===== src/rtl/assert_macros.svh =====
// Assertion helpers shared by the RTL files that carry checks.
// Each macro expects a signal clk in scope; ASSERT_CLK also needs rst_n.
`ifndef ASSERT_MACROS_SVH
`define ASSERT_MACROS_SVH

// Checked on every rising edge outside reset.
`define ASSERT_CLK(lbl, prop, msg) \
    lbl: assert property (@(posedge clk) disable iff (!rst_n) prop) else $error(msg);

// Checked on every rising edge, reset included.
`define ASSERT_ALWAYS(lbl, prop, msg) \
    lbl: assert property (@(posedge clk) prop) else $error(msg);

`endif


===== src/rtl/crcfc_pkg.sv =====
// ----------------------------------------------------------------------------
// crcfc_pkg
// Shared constants and types for the CRC-32 frame checker.
// ----------------------------------------------------------------------------
`default_nettype none

package crcfc_pkg;

    localparam int MAX_PAYLOAD  = 1024;
    localparam int HEADER_BYTES = 16;
    localparam int CRC_BYTES    = 4;

    localparam int COUNT_W = 11;
    localparam int LEN_W   = 16;
    localparam int SUM_W   = LEN_W + 1;

    localparam logic [COUNT_W-1:0] COUNT_MAX = '1;

    localparam logic [31:0] CRC_POLY = 32'hedb88320;
    localparam logic [31:0] CRC_INIT = 32'hffffffff;

    // Configuration register indexes.
    localparam int CFG_IDX_W = 2;
    localparam logic [CFG_IDX_W-1:0] CFG_FRAME_MAGIC   = 2'd0;
    localparam logic [CFG_IDX_W-1:0] CFG_FRAME_VERSION = 2'd1;

    typedef enum logic [2:0] {
        ST_OK          = 3'd0,
        ST_SHORT       = 3'd1,
        ST_BAD_MAGIC   = 3'd2,
        ST_BAD_VERSION = 3'd3,
        ST_SIZE_ERROR  = 3'd4,
        ST_BAD_CRC     = 3'd5
    } frame_status_t;

endpackage

`default_nettype wire


===== src/rtl/crcfc_crc_byte.sv =====
// ----------------------------------------------------------------------------
// crcfc_crc_byte
// Reflected CRC-32 update for one data byte, bit at a time, unrolled.
// ----------------------------------------------------------------------------
`default_nettype none

module crcfc_crc_byte
(
    input  wire logic [31:0] crc_in,
    input  wire logic [7:0]  data,
    output logic      [31:0] crc_out
);

    always_comb
    begin
        logic [31:0] c;
        c = crc_in ^ {24'd0, data};
        for (int k = 0; k < 8; k++)
        begin
            c = c[0] ? ((c >> 1) ^ crcfc_pkg::CRC_POLY) : (c >> 1);
        end
        crc_out = c;
    end

endmodule

`default_nettype wire


===== src/rtl/crc32_frame_checker_top.sv =====
// ----------------------------------------------------------------------------
// crc32_frame_checker_top
// Streaming checker for a length-prefixed frame protected by CRC-32.
// ----------------------------------------------------------------------------
// Usage:
//   Input channel (in_valid/in_ready) carries one received byte per beat,
//   with end_of_buffer set on the last byte of the buffer.
//   Output channel (out_valid/out_ready) carries payload bytes as they arrive
//   (is_payload = 1) and, for the last byte, one report (is_payload = 0)
//   holding the frame status and, when the status is OK, the header fields.
//   Header and trailer bytes give no output beat.
//   A result is registered and shows the cycle after its byte is accepted.
//   Throughput: one byte per cycle unless a result waits, limited by the
//   byte-wide CRC update between the running CRC register and its own input.
//   A single output register parts the channels; a new byte is accepted
//   whenever that register is empty or is being taken in the same cycle,
//   so a stalled receiver holds off the sender only while a result waits.
//   Configuration (cfg_valid/cfg_ready, always ready) writes the expected
//   magic (index 0) and version (index 1); other indexes are ignored.
//   Reset clears frame state, output valid flag and both config registers.
//   After each report the frame state returns to its reset value.
// ----------------------------------------------------------------------------
`default_nettype none

`include "assert_macros.svh"

module crc32_frame_checker_top
(
    input  wire logic                               clk,
    input  wire logic                               rst_n,

    input  wire logic                               cfg_valid,
    output logic                                    cfg_ready,
    input  wire logic [crcfc_pkg::CFG_IDX_W-1:0]    cfg_index,
    input  wire logic [31:0]                        cfg_data,

    input  wire logic                               in_valid,
    output logic                                    in_ready,
    input  wire logic [7:0]                         rx_byte,
    input  wire logic                               end_of_buffer,

    output logic                                    out_valid,
    input  wire logic                               out_ready,
    output logic                                    is_payload,
    output logic [7:0]                              payload_byte,
    output logic [2:0]                              frame_status,
    output logic [7:0]                              message_type,
    output logic [7:0]                              command_code,
    output logic [7:0]                              message_status,
    output logic [15:0]                             sequence_number,
    output logic [15:0]                             payload_length,
    output logic [7:0]                              ack_value
);

    localparam int CW = crcfc_pkg::COUNT_W;
    localparam int LW = crcfc_pkg::LEN_W;
    localparam int SW = crcfc_pkg::SUM_W;

    // Configuration registers.
    logic [31:0]   magic_cfg_reg;
    logic [7:0]    version_cfg_reg;

    // Frame state.
    logic [CW-1:0] count_reg, count_next;
    logic [31:0]   crc_reg, crc_next;
    logic [31:0]   magic_reg, magic_next;
    logic [7:0]    version_reg, version_next;
    logic [7:0]    type_reg, type_next;
    logic [7:0]    command_reg, command_next;
    logic [7:0]    mstatus_reg, mstatus_next;
    logic [LW-1:0] sequence_reg, sequence_next;
    logic [LW-1:0] length_reg, length_next;
    logic [7:0]    ack_reg, ack_next;
    logic [31:0]   rcrc_reg, rcrc_next;

    // Output register.
    logic          out_valid_reg;
    logic          out_payload_reg;
    logic [7:0]    out_byte_reg;
    crcfc_pkg::frame_status_t out_status_reg;
    logic [7:0]    out_type_reg;
    logic [7:0]    out_command_reg;
    logic [7:0]    out_mstatus_reg;
    logic [LW-1:0] out_sequence_reg;
    logic [LW-1:0] out_length_reg;
    logic [7:0]    out_ack_reg;

    logic [31:0]   crc_upd;
    logic          in_fire;
    logic          len_ok;
    logic          in_crc;
    logic          emit_payload;
    logic [SW-1:0] crc_end;
    logic [SW-1:0] frame_total;
    crcfc_pkg::frame_status_t status_calc;

    crcfc_crc_byte u_crc
    (
        .crc_in  (crc_reg),
        .data    (rx_byte),
        .crc_out (crc_upd)
    );

    assign cfg_ready = 1'b1;
    assign in_ready  = !out_valid_reg || out_ready;
    assign in_fire   = in_valid && in_ready;

    always_comb
    begin
        magic_next    = magic_reg;
        version_next  = version_reg;
        type_next     = type_reg;
        command_next  = command_reg;
        mstatus_next  = mstatus_reg;
        sequence_next = sequence_reg;
        length_next   = length_reg;
        ack_next      = ack_reg;

        case (count_reg)
            11'd0:   magic_next[7:0]      = rx_byte;
            11'd1:   magic_next[15:8]     = rx_byte;
            11'd2:   magic_next[23:16]    = rx_byte;
            11'd3:   magic_next[31:24]    = rx_byte;
            11'd4:   version_next         = rx_byte;
            11'd5:   type_next            = rx_byte;
            11'd6:   command_next         = rx_byte;
            11'd7:   mstatus_next         = rx_byte;
            11'd8:   sequence_next[7:0]   = rx_byte;
            11'd9:   sequence_next[15:8]  = rx_byte;
            11'd10:  length_next[7:0]     = rx_byte;
            11'd11:  length_next[15:8]    = rx_byte;
            11'd12:  ack_next             = rx_byte;
            default: ;
        endcase

        len_ok  = length_next <= LW'(crcfc_pkg::MAX_PAYLOAD);
        crc_end = SW'(crcfc_pkg::HEADER_BYTES) + {1'b0, length_next};
        in_crc  = {{(SW-CW){1'b0}}, count_reg} < crc_end;

        crc_next   = in_crc ? crc_upd : crc_reg;
        rcrc_next  = {rx_byte, rcrc_reg[31:8]};
        count_next = (count_reg < crcfc_pkg::COUNT_MAX) ? count_reg + 1'b1 : count_reg;

        emit_payload = len_ok && in_crc
                    && (count_reg >= CW'(crcfc_pkg::HEADER_BYTES));

        // Frame size after this byte against header, payload and CRC.
        frame_total = {{(SW-CW){1'b0}}, count_next};

        if (count_next < CW'(crcfc_pkg::HEADER_BYTES + crcfc_pkg::CRC_BYTES))
        begin
            status_calc = crcfc_pkg::ST_SHORT;
        end
        else if (magic_next != magic_cfg_reg)
        begin
            status_calc = crcfc_pkg::ST_BAD_MAGIC;
        end
        else if (version_next != version_cfg_reg)
        begin
            status_calc = crcfc_pkg::ST_BAD_VERSION;
        end
        else if (!len_ok)
        begin
            status_calc = crcfc_pkg::ST_SIZE_ERROR;
        end
        else if (frame_total != SW'(crcfc_pkg::HEADER_BYTES + crcfc_pkg::CRC_BYTES)
                                + {1'b0, length_next})
        begin
            status_calc = crcfc_pkg::ST_SIZE_ERROR;
        end
        else if (~crc_next != rcrc_next)
        begin
            status_calc = crcfc_pkg::ST_BAD_CRC;
        end
        else
        begin
            status_calc = crcfc_pkg::ST_OK;
        end
    end

    always_ff @(posedge clk or negedge rst_n)
    begin
        if (!rst_n)
        begin
            magic_cfg_reg   <= '0;
            version_cfg_reg <= '0;
        end
        else if (cfg_valid && cfg_ready)
        begin
            case (cfg_index)
                crcfc_pkg::CFG_FRAME_MAGIC:   magic_cfg_reg   <= cfg_data;
                crcfc_pkg::CFG_FRAME_VERSION: version_cfg_reg <= cfg_data[7:0];
                default: ;
            endcase
        end
    end

    always_ff @(posedge clk or negedge rst_n)
    begin
        if (!rst_n)
        begin
            count_reg    <= '0;
            crc_reg      <= crcfc_pkg::CRC_INIT;
            magic_reg    <= '0;
            version_reg  <= '0;
            type_reg     <= '0;
            command_reg  <= '0;
            mstatus_reg  <= '0;
            sequence_reg <= '0;
            length_reg   <= '0;
            ack_reg      <= '0;
            rcrc_reg     <= '0;
        end
        else if (in_fire)
        begin
            if (end_of_buffer)
            begin
                // The report closes the frame; start the next one afresh.
                count_reg    <= '0;
                crc_reg      <= crcfc_pkg::CRC_INIT;
                magic_reg    <= '0;
                version_reg  <= '0;
                type_reg     <= '0;
                command_reg  <= '0;
                mstatus_reg  <= '0;
                sequence_reg <= '0;
                length_reg   <= '0;
                ack_reg      <= '0;
                rcrc_reg     <= '0;
            end
            else
            begin
                count_reg    <= count_next;
                crc_reg      <= crc_next;
                magic_reg    <= magic_next;
                version_reg  <= version_next;
                type_reg     <= type_next;
                command_reg  <= command_next;
                mstatus_reg  <= mstatus_next;
                sequence_reg <= sequence_next;
                length_reg   <= length_next;
                ack_reg      <= ack_next;
                rcrc_reg     <= rcrc_next;
            end
        end
    end

    always_ff @(posedge clk or negedge rst_n)
    begin
        if (!rst_n)
        begin
            out_valid_reg <= 1'b0;
        end
        else if (in_fire && (end_of_buffer || emit_payload))
        begin
            out_valid_reg <= 1'b1;
        end
        else if (out_ready)
        begin
            out_valid_reg <= 1'b0;
        end
    end

    always_ff @(posedge clk)
    begin
        if (in_fire && end_of_buffer)
        begin
            out_payload_reg <= 1'b0;
            out_byte_reg    <= '0;
            out_status_reg  <= status_calc;
            if (status_calc == crcfc_pkg::ST_OK)
            begin
                out_type_reg     <= type_next;
                out_command_reg  <= command_next;
                out_mstatus_reg  <= mstatus_next;
                out_sequence_reg <= sequence_next;
                out_length_reg   <= length_next;
                out_ack_reg      <= ack_next;
            end
            else
            begin
                out_type_reg     <= '0;
                out_command_reg  <= '0;
                out_mstatus_reg  <= '0;
                out_sequence_reg <= '0;
                out_length_reg   <= '0;
                out_ack_reg      <= '0;
            end
        end
        else if (in_fire && emit_payload)
        begin
            out_payload_reg  <= 1'b1;
            out_byte_reg     <= rx_byte;
            out_status_reg   <= crcfc_pkg::ST_OK;
            out_type_reg     <= '0;
            out_command_reg  <= '0;
            out_mstatus_reg  <= '0;
            out_sequence_reg <= '0;
            out_length_reg   <= '0;
            out_ack_reg      <= '0;
        end
    end

    assign out_valid       = out_valid_reg;
    assign is_payload      = out_payload_reg;
    assign payload_byte    = out_byte_reg;
    assign frame_status    = out_status_reg;
    assign message_type    = out_type_reg;
    assign command_code    = out_command_reg;
    assign message_status  = out_mstatus_reg;
    assign sequence_number = out_sequence_reg;
    assign payload_length  = out_length_reg;
    assign ack_value       = out_ack_reg;

    // A waiting result must hold off the input side.
    `ASSERT_CLK(a_stall_blocks_input, (out_valid && !out_ready) |-> !in_ready, "input taken while result stalled")
    // The last byte always yields a report beat next cycle.
    `ASSERT_CLK(a_last_gives_report, (in_fire && end_of_buffer) |=> (out_valid && !is_payload), "no report after last byte")
    // After a report the frame state is back at its start values.
    `ASSERT_CLK(a_frame_cleared, (in_fire && end_of_buffer) |=> (count_reg == '0 && crc_reg == crcfc_pkg::CRC_INIT), "frame state not cleared")
    // Payload beats always carry the OK status.
    `ASSERT_CLK(a_payload_status_ok, (out_valid && is_payload) |-> (frame_status == crcfc_pkg::ST_OK), "payload beat with status")

endmodule

`default_nettype wire


===== config.mk =====
export PLATFORM = sky130hd
export DESIGN_NAME = crc32_frame_checker_top
export DESIGN_NICKNAME = d
export VERILOG_FILES = /design/src/rtl/crcfc_pkg.sv /design/src/rtl/crcfc_crc_byte.sv /design/src/rtl/crc32_frame_checker_top.sv
export VERILOG_INCLUDE_DIRS = /design/src /design/src/rtl
export SDC_FILE = /design/constraint.sdc
export NUM_CORES = 1
export LEC_CHECK = 0
export BUFFER_PORTS_ARGS = -buffer_cell sky130_fd_sc_hd__buf_4
export CELL_PAD_IN_SITES_DETAIL_PLACEMENT = 0
export CELL_PAD_IN_SITES_GLOBAL_PLACEMENT = 1
export CORE_MARGIN = 2
export CORE_UTILIZATION = 43
export DETAILED_ROUTE_END_ITERATION = 8
export PLACE_DENSITY_LB_ADDON = 0.1
export SKIP_LAST_GASP = 1
export SYNTH_ARGS = -nofsm -noshare
export SYNTH_HDL_FRONTEND = slang
export SYNTH_HIERARCHICAL = 1
export SYNTH_SLANG_ARGS = --single-unit
export TNS_END_PERCENT = 10

===== constraint.sdc =====
create_clock -name clk -period 6.2 [get_ports clk]
set_clock_uncertainty 0.2 [all_clocks]
set_input_delay 0.62 -clock clk [delete_from_list [all_inputs] [get_ports clk]]
set_output_delay 0.62 -clock clk [all_outputs]
set_load 0.01 [all_outputs]

==> results.rst, run 1 <==
.. list-table::
   :header-rows: 1

   * - Metric
     - Value
   * - Run status
     - finished clean
   * - Worst setup startpoint
     - count_reg[8]
   * - Die outline width
     - 198 um
   * - Vias after detailed routing
     - 12.9k
   * - Overall fraction of global-route tracks in use
     - 26.2%
   * - Netlist area before placement
     - 16100 um^2
   * - Total Wirelength
     - 50200 um
   * - Die ar.
     - 39100 um^2
   * - Worst supply voltage drop on vdd
     - 0.262 mV
   * - Residual DRC
     - 0
   * - RSZ-0062 raised after global routing
     - false
   * - Number of flops mapped to enable cells by yosys
     - 67
   * - Placed Area
     - 17600 um^2
   * - Core region area
     - 36800 um^2
   * - Top-area cell type share of the netlist area
     - 27.9%
   * - Top achievable clock speed
     - 176 MHz
   * - Worst Path Max Fanout
     - 59
   * - CP Data Arrival Time
     - 5.88 ns
   * - Number of sinks on the clock net
     - 288
   * - Transition at the pin with the smallest max-transition slack
     - 1.02 ns
   * - Share of the core filled with cells in the final layout
     - 50.9%
   * - Share of synthesized area occupied by flip-flops and latches
     - 46.7%
   * - Initial antenna violation count
     - 1
   * - Normalized max-slew margin
     - 31.7%
   * - Worst slack at placement
     - -0.00177 ns
   * - Unique masters post-synth
     - 78
   * - Final period utilization
     - 91.8%
   * - Max-slew violation count
     - 0
   * - Pin count of the biggest net entering global routing
     - 109
   * - Half-perimeter wire length after placement
     - 32900 um
   * - Setup Total Neg Slack
     - 0 ns
   * - Routability cong.
     - 0.869
   * - Number of synthesis warnings
     - 6
   * - Initial core utilization
     - 43.8%
   * - Synthesized area divided by synthesized cell count
     - 9.92 um^2
   * - Cell count after synthesis
     - 1626
   * - Final hold vios
     - 0
   * - Standard-cell row count
     - 70
   * - Violation count after the first detailed-route iteration
     - 1015
   * - Per-cell routed wire length
     - 22.5 um
   * - Critical path type
     - reg2reg
   * - Final instance area
     - 18700 um^2
   * - Htree depth
     - 2
   * - Maximum number of buffers from clock root to sink
     - 3
   * - TritonRoute pass-1 iters
     - 5
   * - Per-cell via count in the routed design
     - 5.78
   * - Count of hold buffers inserted by post-cts repair
     - 0
   * - Residual overflow from global routing
     - 0
   * - Layout area overhead
     - 16.1%
   * - Required time worst endpoint
     - 6.39 ns
   * - Internal power
     - 4.98 mW
   * - TritonCTS Buffers
     - 34
   * - Type of element capturing the critical path
     - register
   * - Height of the die
     - 198 um
   * - Max-cap violations
     - 0
   * - Number of top-level pins
     - 127
   * - Global-route wire length before repair
     - 77400 um
   * - Post-route minimum period
     - 5.69 ns
   * - Reg power frac
     - 32.9%
   * - Worst Slack Setup Final
     - 0.511 ns
   * - Min-Delay Path Class
     - in2async
   * - Share of flip-flops with an asynchronous set or reset after synthesis
     - 73.6%
   * - Yosys reg bits
     - 288
   * - RR Startpoint
     - count_reg[8]
   * - Via count of the first global-routing pass
     - 12.6k
   * - Worst skew pair latency
     - 0.55 ns
   * - Number of antenna cells inserted
     - 0
   * - Part of the total power dissipated in the clock network
     - 25.0%
   * - Ys flop type
     - sky130_fd_sc_hd__dfrtp_1
   * - Final nets
     - 1800
   * - CTS tree
     - done
   * - Relative contribution of combinational cells to total power
     - 42.1%
   * - Switching share of power
     - 35.7%
   * - Static Leakage
     - 7.81 nW
   * - IO buf count
     - 125
   * - CP Launch Type
     - register
   * - Final Setup Violations
     - 0
   * - Cell type with the highest aggregate area in the netlist
     - sky130_fd_sc_hd__dfrtp_1
   * - Fraction of final layout cells with drive strength greater than 1
     - 18.9%
   * - Clk root buf
     - sky130_fd_sc_hd__clkbuf_16
   * - Overall power
     - 7.74 mW
   * - Clock edge transition at the registers on the reported setup and hold paths
     - 0.05 ns
   * - Number of nets still failing antenna checks after routing
     - 0
   * - Switching power summed over all nets
     - 2.76 mW
   * - Pwr per Cell Area
     - 413 nW/um^2
   * - Dominant cells by area after synthesis
     - sky130_fd_sc_hd__dfrtp_1, sky130_fd_sc_hd__edfxtp_1, sky130_fd_sc_hd__nand2_1, sky130_fd_sc_hd__dfstp_2, sky130_fd_sc_hd__mux2i_1
-- synthesized netlist by cell type, drive strengths merged, types with 5 or more instances --
library cell and instances:
xnor2 82, a21oi 59, nor2 87, dfrtp 180
clkbuf 88, nor3 16, buf 12, nor4 16
nand4 69, mux2 45, ha 19, xor3 8
o22a 32, dfstp 32, xor2 28, xnor3 9
o22ai 33, a21boi 24, mux2i 77, nand2 266
o311ai 32, edfxtp 67, o31ai 18, nand3 28
nor2b 42, o21ai 135, dfxtp 9, a31oi 7
and3 7, a22oi 5, inv 43
-- per-layer routing --
metal / share of wire (%) / vias to the layer above / GRT usage, %
met5: 0 / - / 0
met4: 2.8 / 0 / 8.21
met3: 5.6 / 87 / 4.85
met2: 47 / 388 / 42.0
met1: 44 / 6345 / 36.0
li1: - / 6048 / -
-- what timing repair did --
| item | 4_1_cts | 5_1_grt |
|---|---|---|
| setup endpoints to repair | 12 | 109 |
| setup buffers | 0 | 0 |
| resized for setup | 1 | 8 |
-- cell families (layout without fill, tap and decap cells) --
group	count (synthesis)	count (layout)	share of synthesized area [%]
flops	288	288	46.7
simple gates	554	554	16.1
fa+ha+maj	19	19	1.47
other cells	2	6	0.0466
xor+xnor	127	127	9.37
buf+inv	143	272	3.45
mux	122	122	8.01
compound gates	371	371	14.8
-- per-stage QoR --
stage | hold slack [ns] | instances
after CTS | 0.0392 | 2227
final | 0.0115 | 2227
after global routing | 0.0807 | 2227
after floorplan | 0.124 | 1630
after global placement | 0.258 | 2165
after detailed placement | 0.265 | 2165
-- critical path: stages, from the launching register on --
cell	delay (ns)
sky130_fd_sc_hd__dfrtp_1	0.47
sky130_fd_sc_hd__nor4_4	0.43
sky130_fd_sc_hd__nand4_1	0.29
sky130_fd_sc_hd__mux2i_1	0.26
sky130_fd_sc_hd__inv_1	0.12
sky130_fd_sc_hd__ha_1	0.26
sky130_fd_sc_hd__o21ai_2	0.15
sky130_fd_sc_hd__xnor2_1	0.13
sky130_fd_sc_hd__ha_1	0.30
sky130_fd_sc_hd__nand4_1	0.12
sky130_fd_sc_hd__o211a_1	0.28
sky130_fd_sc_hd__a221oi_4	0.36
sky130_fd_sc_hd__nand2_4	0.28
sky130_fd_sc_hd__o311ai_1	0.61
sky130_fd_sc_hd__nand4_1	0.17
sky130_fd_sc_hd__nor4_1	0.30
sky130_fd_sc_hd__nand4b_1	0.13
sky130_fd_sc_hd__buf_4	0.34
sky130_fd_sc_hd__a21oi_1	0.24
-- power by group through the flow --
stage,registers [mW],clock network (mW),logic (mW)
after floorplan,2.51,0,2.46
after global placement,2.57,0,3.19
after detailed placement,2.58,0,3.20
after CTS,2.54,1.98,3.22
after global routing,2.58,2.06,3.56
final,2.55,1.94,3.25
-- final cells by class --
type | instances | area, um^2
multi-input combinational | 1199 | 8110
tap | 468 | 586
sequential | 288 | 7540
clock buffer | 53 | 993
clock inverter | 9 | 68.8
fill | 3377 | 18100
inverter | 43 | 161
timing repair buffer | 167 | 1270
-- worst paths after layout --
check                                     to  slack [ns]  cells after the start
setup / recovery             message_type[1]        0.51                     18
max in group asynchronous       count_reg[8]        4.55                      2
hold reg to reg              sequence_reg[8]        0.28                      2
hold / removal                 length_reg[6]        0.01                      1
min in group clk           magic_cfg_reg[13]        0.10                      2
setup reg to reg             message_type[1]        0.51                     18
-- cell usage in the layout, fill, tap and decap left out, types with 6 or more instances in the layout --
cell,n
sky130_fd_sc_hd__nand2_1,264
sky130_fd_sc_hd__dfrtp_1,180
sky130_fd_sc_hd__buf_4,165
sky130_fd_sc_hd__o21ai_0,128
sky130_fd_sc_hd__nor2_1,87
sky130_fd_sc_hd__mux2i_1,73
sky130_fd_sc_hd__xnor2_1,70
sky130_fd_sc_hd__nand4_1,68
sky130_fd_sc_hd__edfxtp_1,67
sky130_fd_sc_hd__a21oi_1,58
sky130_fd_sc_hd__mux2_2,44
sky130_fd_sc_hd__inv_1,43
sky130_fd_sc_hd__nor2b_1,42
sky130_fd_sc_hd__clkbuf_16,35
sky130_fd_sc_hd__o22ai_1,33
sky130_fd_sc_hd__o22a_1,32
sky130_fd_sc_hd__dfstp_2,32
sky130_fd_sc_hd__o311ai_1,29
sky130_fd_sc_hd__nand3_1,28
sky130_fd_sc_hd__xor2_1,27
sky130_fd_sc_hd__a21boi_0,24
sky130_fd_sc_hd__ha_1,19
sky130_fd_sc_hd__o31ai_1,18
sky130_fd_sc_hd__nor3_1,15
sky130_fd_sc_hd__clkbuf_1,13
sky130_fd_sc_hd__nor4_1,12
sky130_fd_sc_hd__dfxtp_1,9
sky130_fd_sc_hd__xnor3_1,8
sky130_fd_sc_hd__xor3_1,8
sky130_fd_sc_hd__a31oi_1,7
sky130_fd_sc_hd__and3_1,7
sky130_fd_sc_hd__xnor2_2,7
sky130_fd_sc_hd__conb_1,6
sky130_fd_sc_hd__clkbuf_8,6
Note: power is estimated with default switching activity, not from simulation.
==> run 2: changes to the inputs <==
CORE_ASPECT_RATIO = 0.6   (was unset)
==> run 2 against run 1 <==
Combinational power increased by 7.4%; global-route usage increased by 2.3 points; total power increased by 1.9%; fmax decreased by 1.3%; clock power decreased by 6%; worst setup slack got worse by 0.075 ns; flip-flop and latch count unchanged; critical endpoint is now message_type[4].
==> results.rst, run 2 (same netlist as run 1, synthesis figures left out) <==
.. list-table::
   :header-rows: 1

   * - Metric
     - Value
   * - Vias after detailed routing
     - 13.1k
   * - Worst skew pair latency
     - 0.58 ns
   * - Initial antenna violation count
     - 0
   * - Max-slew violation count
     - 0
   * - Maximum cell stage delay along the critical path
     - 0.49 ns
   * - Violation count after the first detailed-route iteration
     - 1272
   * - Hold Crit Start
     - cfg_data[29]
   * - Placed cells
     - 2208
   * - Worst setup startpoint
     - count_reg[8]
   * - Per-cell via count in the routed design
     - 5.79
   * - Critical path type
     - reg2reg
   * - Initial core utilization
     - 44.0%
   * - TritonCTS Buffers
     - 29
   * - Max-cap violations
     - 0
   * - Crit path buffers/inverters
     - 5
   * - Per-cell routed wire length
     - 24.5 um
   * - Number of antenna cells inserted
     - 0
   * - CP Data Arrival Time
     - 5.98 ns
   * - RSZ-0062 raised after global routing
     - false
   * - Transition at the pin with the smallest max-transition slack
     - 1.07 ns
   * - Routability cong.
     - 0.934
   * - Clk root buf
     - sky130_fd_sc_hd__clkbuf_16
   * - Core region area
     - 36600 um^2
   * - Cell depth of the worst min-delay path
     - 2
   * - CTS tree
     - done
   * - Worst supply voltage drop on vdd
     - 0.261 mV
   * - Clock edge transition at the registers on the reported setup and hold paths
     - 0.06 ns
   * - Layout area overhead
     - 16.2%
   * - TritonRoute pass-1 iters
     - 6
   * - Total Wirelength
     - 55400 um
   * - Non-filler instance count after layout
     - 2264
   * - Top achievable clock speed
     - 173 MHz
   * - RR Startpoint
     - count_reg[8]
   * - R2r worst-path depth
     - 21
   * - Pin count of the biggest net entering global routing
     - 140
   * - Standard-cell row count
     - 54
   * - Die outline width
     - 254 um
   * - Number of nets still failing antenna checks after routing
     - 0
   * - Post-route minimum period
     - 5.76 ns
   * - Normalized max-slew margin
     - 28.3%
   * - Sink of the worst hold path
     - magic_cfg_reg[29]
   * - Via count of the first global-routing pass
     - 12.5k
   * - Final nets
     - 1804
   * - IO buf count
     - 125
   * - RR Endpoint
     - message_type[4]
   * - Htree depth
     - 1
   * - Run status
     - finished clean
   * - Final Setup Violations
     - 0
   * - Number of top-level pins
     - 127
   * - Required time worst endpoint
     - 6.41 ns
   * - Global-route wire length before repair
     - 83100 um
   * - Final hold vios
     - 0
   * - Min-Delay Path Class
     - in2reg
   * - Residual overflow from global routing
     - 0
   * - CP Launch Type
     - register
   * - Reg2reg setup slack
     - 0.44 ns
   * - Pwr per Cell Area
     - 421 nW/um^2
   * - Residual DRC
     - 0
   * - Setup Total Neg Slack
     - 0 ns
   * - Maximum number of buffers from clock root to sink
     - 3
   * - Most frequent standard cell in the layout excluding fill and tap cells
     - sky130_fd_sc_hd__nand2_1
   * - Static Leakage
     - 7.81 nW
   * - Height of the die
     - 154 um
   * - Final period utilization
     - 93.0%
   * - Worst Path Max Fanout
     - 59
   * - Critical path's slowest cell
     - sky130_fd_sc_hd__dfrtp_1
   * - Commonest non-fill, non-tap cells in the layout
     - sky130_fd_sc_hd__nand2_1, sky130_fd_sc_hd__dfrtp_1, sky130_fd_sc_hd__buf_4, sky130_fd_sc_hd__o21ai_0, sky130_fd_sc_hd__nor2_1
   * - Family with the most delay on the worst path
     - simple AND/OR/NAND/NOR gates
   * - Die ar.
     - 39100 um^2
   * - Cell-by-cell trace of the critical path
     - nor4_4 -> nand4_1 -> buf_4 -> mux2i_1 -> buf_4 -> inv_1 -> ha_1 -> o21ai_1 -> xnor2_1 -> ha_1 -> nand4_1 -> o211a_1 -> a221oi_4 -> nand2_2 -> buf_4 -> o311ai_1 -> nand4_1 -> nor4_2 -> nand4b_1 -> buf_6 -> a21oi_1
   * - Type of element capturing the critical path
     - register
   * - Number of sinks on the clock net
     - 288
   * - Fraction of final layout cells with drive strength greater than 1
     - 19.1%
   * - Half-perimeter wire length after placement
     - 37300 um
   * - Overall fraction of global-route tracks in use
     - 28.5%
-- run 2: cell types whose count changed in the layout (fill, tap and decap cells not counted), sizes merged --
cell and delta:
dlygate4sd3 +1, inv +2, clkbuf -16, bufinv +3
clkinv +3, buf +8
-- run 2: repair_timing --
item,CTS,global route
hold endpoints to repair,73,0
setup endpoints to repair,0,59
resized for setup,0,7
hold buffers,1,0
setup buffers,0,1
-- run 2: how the worst max path moves through the flow --
stage	cells past startpoint	slack (ns)	to
after floorplan	18	0.26	ack_value[0]
after global placement	20	0.39	sequence_number[15]
after detailed placement	20	0.22	message_type[7]
after CTS	20	0.16	message_type[4]
after global routing	21	0.06	message_type[7]
final	21	0.44	message_type[4]
-- run 2: power by group --
part           switching [mW]  internal [mW]
clock                   0.811           1.02
combinational            1.91           1.59
sequential              0.268           2.29
total                    2.99           4.90
-- run 2: per-layer routing --
metal	vias to the layer above	routed length, um	track usage [%]
li1	6074	-	-
met1	6506	27800	45.3
met2	481	21800	37.8
met3	56	4960	8.45
met4	0	830	4.73
met5	-	0	0
-- run 2: worst reg2reg max path: cells and delay by family (launching register included) --
family | cells | cell delay (ns)
mux | 1 | 0.12
xor+xnor | 1 | 0.16
flops | 1 | 0.49
compound gates | 5 | 1.41
fa+ha+maj | 2 | 0.54
buf+inv | 5 | 1.03
simple gates | 7 | 1.66
-- run 2: final cells by class --
class / instances / area [um^2]
Timing Repair Buffer: 176 / 1360
Tap cell: 504 / 631
Multi-Input combinational cell: 1199 / 8090
Fill cell: 3416 / 17900
Clock buffer: 37 / 786
Sequential cell: 288 / 7540
Clock inverter: 17 / 170
Inverter: 43 / 161
-- run 2: per-stage QoR --
step	worst slack (ns)	area, um^2	hold WS, ns	power, mW	utilization, %
detailed placement	0.220	17700	0.265	5.96	48.4
global route	0.0626	18700	0.0517	8.31	51.2
floorplan	0.257	16100	0.124	4.97	-
CTS	0.155	18700	0.0522	7.81	51.1
global placement	0.391	17700	0.257	5.98	48.4
finish	0.436	18700	0.0714	7.89	51.2
